<file path="src/design/plst_pkg.sv">
// Shared types and codes for the positional list store.
package plst_pkg;

    typedef enum logic [1:0] {
        REQ_INSERT = 2'd0,
        REQ_DELETE = 2'd1,
        REQ_DUMP   = 2'd2
    } req_t;

    typedef enum logic [1:0] {
        ST_DONE   = 2'd0,
        ST_BADPOS = 2'd1,
        ST_FULL   = 2'd2
    } status_t;

    typedef enum logic {
        S_IDLE,
        S_RESULT
    } state_t;

    localparam int POS_W   = 5;
    localparam int VALUE_W = 32;
    localparam int COUNT_W = 5;

    // controller to datapath
    typedef struct packed {
        logic exec;        // insert, delete or bad request
        logic dump_start;  // load first entry of a dump
        logic dump_next;   // load following entry of a dump
    } cmd_t;

    // datapath to controller
    typedef struct packed {
        logic last;   // result register holds the final result of the item
        logic empty;  // list holds no entries
    } sts_t;

endpackage

</file>
<file path="src/design/plst_ctrl.sv">
// Request sequencer: accepts items and walks results out to the consumer.
module plst_ctrl
    import plst_pkg::*;
(
    input  logic                clk,
    input  logic                rst_n,
    input  logic                in_valid,
    output logic                in_ready,
    input  logic [1:0]          req_type,
    output logic                out_valid,
    input  logic                out_ready,
    output cmd_t                cmd,
    input  sts_t                sts
);

    state_t state_reg;
    state_t state_next;

    always_ff @(posedge clk or negedge rst_n)
    begin
        if (!rst_n)
        begin
            state_reg <= S_IDLE;
        end
        else
        begin
            state_reg <= state_next;
        end
    end

    always_comb
    begin
        state_next = state_reg;
        in_ready   = 1'b0;
        out_valid  = 1'b0;
        cmd        = '0;
        unique case (state_reg)
            S_IDLE:
            begin
                in_ready = 1'b1;
                if (in_valid)
                begin
                    if (req_type == REQ_DUMP)
                    begin
                        // dump of an empty list gives nothing
                        if (!sts.empty)
                        begin
                            cmd.dump_start = 1'b1;
                            state_next     = S_RESULT;
                        end
                    end
                    else
                    begin
                        cmd.exec   = 1'b1;
                        state_next = S_RESULT;
                    end
                end
            end
            S_RESULT:
            begin
                out_valid = 1'b1;
                if (out_ready)
                begin
                    if (sts.last)
                    begin
                        state_next = S_IDLE;
                    end
                    else
                    begin
                        cmd.dump_next = 1'b1;
                    end
                end
            end
            default:
            begin
                state_next = S_IDLE;
            end
        endcase
    end

endmodule

</file>
<file path="src/design/plst_dpath.sv">
// Entry store with parallel shift, entry count and result registers.
module plst_dpath
    import plst_pkg::*;
#(
    parameter int DEPTH  = 16,
    parameter int DATA_W = 32
)
(
    input  logic                clk,
    input  logic                rst_n,
    input  cmd_t                cmd,
    output sts_t                sts,
    input  logic [1:0]          req_type,
    input  logic [POS_W-1:0]    position,
    input  logic [VALUE_W-1:0]  value,
    output logic [1:0]          status,
    output logic [VALUE_W-1:0]  entry_value,
    output logic [POS_W-1:0]    entry_position,
    output logic [COUNT_W-1:0]  count,
    output logic                last
);

    localparam int CNT_W = $clog2(DEPTH + 1);
    localparam int IDX_W = $clog2(DEPTH);
    localparam int CMP_W = ((CNT_W > POS_W) ? CNT_W : POS_W) + 1;

    logic [DATA_W-1:0]  entries_reg  [DEPTH];
    logic [DATA_W-1:0]  entries_next [DEPTH];
    logic [CNT_W-1:0]   count_reg;
    logic [CNT_W-1:0]   count_next;
    logic [CNT_W-1:0]   rd_idx_reg;
    logic [CNT_W-1:0]   rd_sel;
    logic [CNT_W-1:0]   rd_pos;
    logic [1:0]         status_reg;
    logic [1:0]         status_next;
    logic [VALUE_W-1:0] entry_value_reg;
    logic [POS_W-1:0]   entry_position_reg;
    logic               last_reg;

    logic [CMP_W-1:0]   pos_ext;
    logic [CMP_W-1:0]   cnt_ext;
    logic [CMP_W-1:0]   slot;
    logic               pos_zero;
    logic               ins_ok;
    logic               del_ok;
    logic               full;
    logic               do_ins;
    logic               do_del;

    assign pos_ext  = CMP_W'(position);
    assign cnt_ext  = CMP_W'(count_reg);
    assign slot     = pos_ext - CMP_W'(1);
    assign pos_zero = (position == '0);
    assign ins_ok   = !pos_zero && (pos_ext <= cnt_ext + CMP_W'(1));
    assign del_ok   = !pos_zero && (pos_ext <= cnt_ext);
    assign full     = (count_reg == CNT_W'(DEPTH));

    always_comb
    begin
        do_ins      = 1'b0;
        do_del      = 1'b0;
        status_next = ST_BADPOS;
        unique case (req_type)
            REQ_INSERT:
            begin
                // bad position wins over full store
                if (!ins_ok)
                begin
                    status_next = ST_BADPOS;
                end
                else if (full)
                begin
                    status_next = ST_FULL;
                end
                else
                begin
                    status_next = ST_DONE;
                    do_ins      = cmd.exec;
                end
            end
            REQ_DELETE:
            begin
                if (del_ok)
                begin
                    status_next = ST_DONE;
                    do_del      = cmd.exec;
                end
            end
            default:
            begin
                status_next = ST_BADPOS;
            end
        endcase
    end

    always_comb
    begin
        entries_next = entries_reg;
        count_next   = count_reg;
        if (do_ins)
        begin
            for (int i = 1; i < DEPTH; i++)
            begin
                if (CMP_W'(i) > slot)
                begin
                    entries_next[i] = entries_reg[i-1];
                end
            end
            for (int i = 0; i < DEPTH; i++)
            begin
                if (CMP_W'(i) == slot)
                begin
                    entries_next[i] = DATA_W'(value);
                end
            end
            count_next = count_reg + CNT_W'(1);
        end
        if (do_del)
        begin
            for (int i = 0; i < DEPTH - 1; i++)
            begin
                if (CMP_W'(i) >= slot)
                begin
                    entries_next[i] = entries_reg[i+1];
                end
            end
            count_next = count_reg - CNT_W'(1);
        end
    end

    assign rd_sel = cmd.dump_start ? '0 : rd_idx_reg + CNT_W'(1);
    assign rd_pos = rd_sel + CNT_W'(1);

    always_ff @(posedge clk)
    begin
        entries_reg <= entries_next;
    end

    always_ff @(posedge clk or negedge rst_n)
    begin
        if (!rst_n)
        begin
            count_reg  <= '0;
            last_reg   <= 1'b1;
            rd_idx_reg <= '0;
        end
        else
        begin
            count_reg <= count_next;
            if (cmd.exec)
            begin
                last_reg <= 1'b1;
            end
            else if (cmd.dump_start || cmd.dump_next)
            begin
                last_reg   <= (rd_pos == count_reg);
                rd_idx_reg <= rd_sel;
            end
        end
    end

    always_ff @(posedge clk)
    begin
        if (cmd.exec)
        begin
            status_reg         <= status_next;
            entry_value_reg    <= '0;
            entry_position_reg <= '0;
        end
        else if (cmd.dump_start || cmd.dump_next)
        begin
            status_reg         <= ST_DONE;
            entry_value_reg    <= VALUE_W'(entries_reg[rd_sel[IDX_W-1:0]]);
            entry_position_reg <= POS_W'(rd_pos);
        end
    end

    assign sts.last       = last_reg;
    assign sts.empty      = (count_reg == '0);
    assign status         = status_reg;
    assign entry_value    = entry_value_reg;
    assign entry_position = entry_position_reg;
    assign count          = COUNT_W'(count_reg);
    assign last           = last_reg;

endmodule

</file>
<file path="src/design/positional_list_store.sv">
// Insert or delete: the result is registered and shown in the cycle after the item is
// accepted; the next item is taken once the result is out.
// Dump of N entries: N results, one per cycle while out_ready is high, read from the
// shift-register store; a dump of an empty list finishes in its accept cycle.
// Shifting on insert/delete moves all entries in parallel in the accept cycle.
// Reset clears the entry count and the sequencer; store contents are not cleared.
module positional_list_store
    import plst_pkg::*;
#(
    parameter int DEPTH  = 16,
    parameter int DATA_W = 32
)
(
    input  logic                clk,
    input  logic                rst_n,
    input  logic                in_valid,
    output logic                in_ready,
    input  logic [1:0]          req_type,
    input  logic [POS_W-1:0]    position,
    input  logic [VALUE_W-1:0]  value,
    output logic                out_valid,
    input  logic                out_ready,
    output logic [1:0]          status,
    output logic [VALUE_W-1:0]  entry_value,
    output logic [POS_W-1:0]    entry_position,
    output logic [COUNT_W-1:0]  count,
    output logic                last
);

    cmd_t cmd;
    sts_t sts;

    plst_ctrl u_ctrl (
        .clk       (clk),
        .rst_n     (rst_n),
        .in_valid  (in_valid),
        .in_ready  (in_ready),
        .req_type  (req_type),
        .out_valid (out_valid),
        .out_ready (out_ready),
        .cmd       (cmd),
        .sts       (sts)
    );

    plst_dpath #(
        .DEPTH  (DEPTH),
        .DATA_W (DATA_W)
    ) u_dpath (
        .clk            (clk),
        .rst_n          (rst_n),
        .cmd            (cmd),
        .sts            (sts),
        .req_type       (req_type),
        .position       (position),
        .value          (value),
        .status         (status),
        .entry_value    (entry_value),
        .entry_position (entry_position),
        .count          (count),
        .last           (last)
    );

endmodule

</file>
<file path="config.mk">
export PLATFORM = sky130hd
export DESIGN_NAME = positional_list_store
export DESIGN_NICKNAME = d
export VERILOG_FILES = /design/src/design/plst_pkg.sv /design/src/design/plst_ctrl.sv /design/src/design/plst_dpath.sv /design/src/design/positional_list_store.sv
export SDC_FILE = /design/constraint.sdc
export NUM_CORES = 2
export LEC_CHECK = 0
export ABC_AREA = 1
export BUFFER_PORTS_ARGS = -buffer_cell sky130_fd_sc_hd__buf_2
export CAP_MARGIN = 20
export CORE_MARGIN = 2
export CORE_UTILIZATION = 35
export CTS_BUF_LIST = sky130_fd_sc_hd__clkbuf_8
export CTS_CLUSTER_SIZE = 24
export DETAILED_ROUTE_END_ITERATION = 6
export HOLD_SLACK_MARGIN = 0.1
export REMOVE_ABC_BUFFERS = 1
export SLEW_MARGIN = 0
export SYNTH_ARGS = -nofsm -noshare
export SYNTH_HDL_FRONTEND = slang
export SYNTH_SLANG_ARGS = --single-unit
</file>
<file path="constraint.sdc">
create_clock -name clk -period 5.1 [get_ports clk]
set_clock_uncertainty 0.05 [all_clocks]
set_input_delay 0.51 -clock clk [delete_from_list [all_inputs] [get_ports clk]]
set_output_delay 0.51 -clock clk [all_outputs]
set_load 0.03 [all_outputs]
</file>
# [Word-level counts from Yosys, hierarchy flattened]
# Cells that the tools add are included.
[op_classes] n_addsub=6 n_shift=0 div_mod_pow=0 multipliers=0 n_bitwise=3 magnitude_cmp=33 n_mux=81 eq_ne=19 n_reduce_logical=13
[ops] cell="2-to-1 mux 32 bit" n=48
[ops] cell="2-to-1 mux 512 bit" n=1
[ops] cell="2-to-1 mux 480 bit" n=1
[ops] cell="binary-select mux 32 bit (select 4 bit)" n=1
[ops] cell="== test 4 x 6 -> 1 bit (first input constant)" n=8
[ops] cell="> comparator 4 x 6 -> 1 bit (first input constant)" n=8
[ops] cell="greater-or-equal comparator 4 x 6 -> 1 bit (first input constant)" n=7
[ops] cell="== test 3 x 6 -> 1 bit (first input constant)" n=4
[ops] cell="greater-or-equal comparator 3 x 6 -> 1 bit (first input constant)" n=4
[ops] cell="> comparator 3 x 6 -> 1 bit (first input constant)" n=4
[ops] cell="2-to-1 mux 1 bit" n=19
[ops] cell="adder 5 x 1 -> 5 bit (second input constant)" n=3
[ops] cell="2-to-1 mux 5 bit" n=3
[ops] cell="== test 2 x 6 -> 1 bit (first input constant)" n=2
[ops] cell="greater-or-equal comparator 1 x 6 -> 1 bit (first input constant)" n=2
[ops] cell="greater-or-equal comparator 2 x 6 -> 1 bit (first input constant)" n=2
[ops] cell="> comparator 2 x 6 -> 1 bit (first input constant)" n=2
[ops] cell="2-to-1 mux 2 bit" n=6
[ops] cell="zero test 5 bit" n=2
[ops] cell="adder 5 x 1 -> 6 bit (second input constant)" n=1
[ops] cell="== test 1 x 6 -> 1 bit (first input constant)" n=1
[ops] cell="> comparator 1 x 6 -> 1 bit (first input constant)" n=1
[ops] cell="less-or-equal comparator 5 x 6 -> 1 bit" n=1
[ops] cell="zero test 6 bit" n=1
[ops] cell="other kinds (18)" n=23
[word_totals] latchBits=0 mem_bits_ro=0 ramBits=0 inputBits=43 regBits=563 out_inout_bits=47 memories=0 elab_cells=178

# [Logic depth before layout (Yosys ltp)]
[logic_depth] depth_word=11 ltp_mapped=20 depth_no_buf=18

# [By module]
# A second synthesis with hierarchy kept.
[unflattened] hier_cells=6249 area_unflattened_um2=36145.9
[by_module_without_submodules] module="plst_dpath" instances=1 seq_area_each_um2=11647.4 area_each_um2=36057.1 cells_per_inst=6233
[by_module_without_submodules] module="plst_ctrl" instances=1 seq_area_each_um2=25.0 area_each_um2=88.8 cells_per_inst=16

# [Worst setup path after synthesis]
# OpenSTA, ideal clock, no wires.
[synth_timing] path_type="flip-flop to flip-flop" from="register u_dpath.count_reg[0], in the netlist u_dpath.count[0]" to="register u_dpath.entries_reg[0] in the netlist's numbering (enable)" arrival_ns=3.743 t_required_ns=4.629 stages_incl_launch_ff=16 n_path_buf=2 setup_ns=0.421 period_less_slack_ns=4.214 setup_slack_ns=0.886 path_cell_list="dfrtp_1 > inv_1 > ha_1 > inv_1 > ha_1 > nand2_1 > nand2_1 > nand2_1 > nand2_1 > nand2_1 > nand2_1 > nand2_1 > nand4_1 > buf_2 > buf_1 > nor2_1"
[synth_between] elab_chain_len=6 elab_cells_between_ends=8 classes_between="add/sub (1); order compare (1); eq/ne (1); mux (3); reduce/logical (2)"
[synth_lines] element="start: declaration" line_no="plst_dpath.sv:29" source="logic [CNT_W-1:0] count_reg;"
[synth_lines] element="start signal: assignment" line_no="plst_dpath.sv:149" source="count_reg <= count_next;"
[synth_lines] element="adder 5 x 1 -> 6 bit" line_no="plst_dpath.sv:54" source="assign ins_ok = !pos_zero && (pos_ext <= cnt_ext + CMP_W'(1));"
[synth_lines] element="less-or-equal comparator 5 x 6 -> 1 bit" line_no="plst_dpath.sv:54"
[synth_lines] element="logical AND 1 bit" line_no="plst_dpath.sv:54"
[synth_lines] element="2-to-1 mux 1 bit (*)" line_no="plst_dpath.sv:67" source="if (!ins_ok)"
[synth_lines] element="2-to-1 mux 1 bit (*)" line_no="plst_dpath.sv:63" source="unique case (req_type)"
[synth_lines] element="AND reduction 2 bit (no source line) (*)"
[synth_lines] element="end signal: assignment" line_no="plst_dpath.sv:136" source="entries_reg <= entries_next;"
[synth_lines] element="end: declaration" line_no="plst_dpath.sv:27" source="logic [DATA_W-1:0] entries_reg [DEPTH];"
# Every way passes the cells marked *; elsewhere a longest branch is shown, timed or not.
# A chain may end at the register's enable or synchronous reset.

==> flow_summary.toml <==
[detailed_routing]
final_wl_um = 170000
drt-pass1-iter-count = 6
drc = 0
drt-wirelength-per-cell_um = 23.7
route.vias.total = 42254
via_per_inst = 5.88
ant_nets = 0
drt_iter0_drc = 5666

[timing]
top_achievable_clock_speed_mhz = 243
finalMaxSlewViolations = 0
layout_min_cycle_time_ns = 4.12
worst_max_slew_margin_expressed_relative_to_the_limit_pct = 20.9
fin_crit_sh_pct = 80.8
final_hold_viol_count = 0
fin_ws_ns = 0.981
report.final.setup_viol = 0
setup_repair_after_global_routing_missed_its_margin = "no"
tightest_slew_ns = 1.19

[die]
die_width_um = 323
height_of_the_chip_um = 323
floorplan.io_pins = 90
die_outline_area_um2 = 105000
placement_rows = 117
floorplan.initialDensity_pct = 35.2
floorplan.core_area_um2 = 101000

[synth]
synth_compound_gate_area_share_pct = 18.6
syn_avg_cell_area_um2 = 6.05
synth_adder_area_share_pct = 0.792
xor_xnor_share_of_the_synthesized_area_pct = 0.336
synth.yosys.seq_area_share_pct = 32.7
netlist_instances = 5902
post_synthesis_register_bit_count = 563
multiplexer_share_of_the_synthesized_area_pct = 0
distinct_cells_synth = 46
combinational_family_with_the_most_area_after_synthesis = "simple AND/OR/NAND/NOR gates"
asyncSetResetFlopFracSynth_pct = 2.13
synth_most_common_cell = "nand2_1"
synth.yosys.warnings = 0
synth-main-ff-cell = "dfxtp_1"
synthSimpleGateAreaFrac_pct = 38.3
synth-edff-count = 34
biggest_area_contributors_in_the_synthesized_netlist = "dfxtp_1, nand2_1, nand3_1, a21oi_1, nor2_1"
post_synth_most_frequent_cells = "nand2_1, nand3_1, nor2_1"
yosys.area.top_type_share_pct = 29.0
post-synth-top-area-cell = "dfxtp_1"
post_synth_instance_area_um2 = 35700

[global_routing]
grt_first_pass_wirelength_um = 248000
grt_pass1_vias = 38486
grt_antenna_before_repair = 9
track_usage_pct = 31.5
pin_count_of_the_biggest_net_entering_global_routing = 213
globalRoute.totalOverflow = 0

[cells_and_area]
final_layout_size_suffix_gt1_share_pct = 7.81
design.final.nets = 5790
syn2layout_area_growth_pct = 10.4
nFillCells = 10925
final_area_um2 = 39400
largest_register_ffs = 512

[critical_path]
worst-endpoint-required_ns = 5.76
timing.critical_path.arrival_ns = 4.78
worstPathMaxFanout = 32
critical_path.startpoint_type = "flip-flop"
worst_setup_path_end_kind = "flip-flop"
setup.worst_path.class = "flip-flop to flip-flop"

[power_and_ir_drop]
irDropWorstVdd_mv = 0.740
powerDensity_nw_per_um2 = 577
cellLeakagePower_nw = 18.3

[clock_tree]
tritoncts_clock_tree = "done"
clock_tree.root_cell = "clkbuf_8"
clock-sinks = 563
numCtsBuffers = 104
clkLatencyLatePin_ns = 0.79
cts_max_level = 3
cts-root-to-sink-buffers = 3
path_clk_slew_ns = 0.07

[status]
status = "complete, no violations"

[placed_design]
placedInstanceArea_um2 = 37300
pre_cts_slack_ns = 0.829
post-dp-hpwl_um = 96300
place_congestion = 0.897
port_buffers = 89

[min_path]
min-delay-path-class = "input port to flip-flop"

[run]
cap_violations = 0
-- kinds of logic after synthesis --
kind of cell	after synthesis
AO/OA/AOI/OAI	1184
XOR/XNOR	10
adder cells (fa/ha/maj)	22
buffers and inverters	842
flip-flops	563
AND/OR/NAND/NOR	3281
-- final timing paths --
| check | startpoint | end | slack, ns | cells past startpoint |
|---|---|---|---|---|
| hold reg to reg | u_dpath.entries_reg[71] | u_dpath.entries_reg[103] | 0.39 | 2 |
| min in group asynchronous | rst_n | u_dpath.last | 0.17 | 2 |
| hold / removal | value[12] | u_dpath.entries_reg[140] | 0.16 | 3 |
| max in group asynchronous | rst_n | u_dpath.rd_idx_reg[2] | 3.85 | 3 |
| setup reg to reg | u_dpath.count[3] | u_dpath.entries_reg[54] | 0.98 | 12 |
| setup / recovery | u_dpath.count[3] | u_dpath.entries_reg[54] | 0.98 | 12 |
-- cell type report --
cell class,count,area [µm²],area share (%)
inverter,350,1320,3.35
sequential,563,11700,29.6
multi-input combinational,4497,21000,53.3
tap,1368,1710,4.34
clock inverter,67,320,0.813
clock buffer,129,1780,4.50
timing repair buffer,209,1600,4.07
antenna,5,12.5,0.0317
-- worst max-delay path, stage by stage (launching register included) --
cell and delay (ns):
dfrtp_1 0.47, clkinv_1 0.29, ha_1 0.35, nand2_1 0.10, o21ai_0 0.10, o21bai_1 0.36
nand3_2 0.13, inv_2 0.54, buf_4 0.33, nand2_2 0.08, inv_2 0.86, nor2_1 0.13
a21oi_1 0.19
-- per-stage QoR --
| step | total power [W] | instances | hold WS (ns) | TNS (ns) | util, % |
|---|---|---|---|---|---|
| global placement | 0.0177 | 6984 | 0.362 | 0 | 36.7 |
| floorplan | 0.0146 | 5410 | 0.164 | -2412.86 | - |
| global route | 0.0241 | 7185 | 0.175 | 0 | 38.8 |
| detailed placement | 0.0179 | 6984 | 0.364 | 0 | 36.7 |
| CTS | 0.0224 | 7183 | 0.144 | 0 | 38.8 |
| finish | 0.0227 | 7188 | 0.165 | 0 | 38.9 |
-- layer usage --
layer,track usage (%),part of all wire [%],up-vias
li1,-,-,19209
met5,0,0.053,-
met4,19.9,6.9,6
met1,39.8,39,19408
met3,7.42,12,781
met2,48.0,42,2850
-- where the power goes --
group	internal (W)	switching, W
Combinational	0.00331	0.00668
Clock	0.00229	0.00224
Sequential	0.00634	0.00186
Total	0.0119	0.0108
-- layout by cell type (no fill, tap or decap), types with 97 or more instances in the layout --
cell type,count
clkbuf_8,129
nor2_1,540
buf_4,97
dfxtp_1,517
o211ai_1,124
a21oi_1,483
o21ai_0,320
nand3_1,692
nand2_1,1831
o22ai_1,117
inv_1,374
-- repair_timing --
item                      CTS  global route
hold buffers                3             0
hold endpoints to repair   13             0
gates resized for setup     0             0
setup buffers               0             0
No activity file was read; power rests on OpenSTA's default activity.
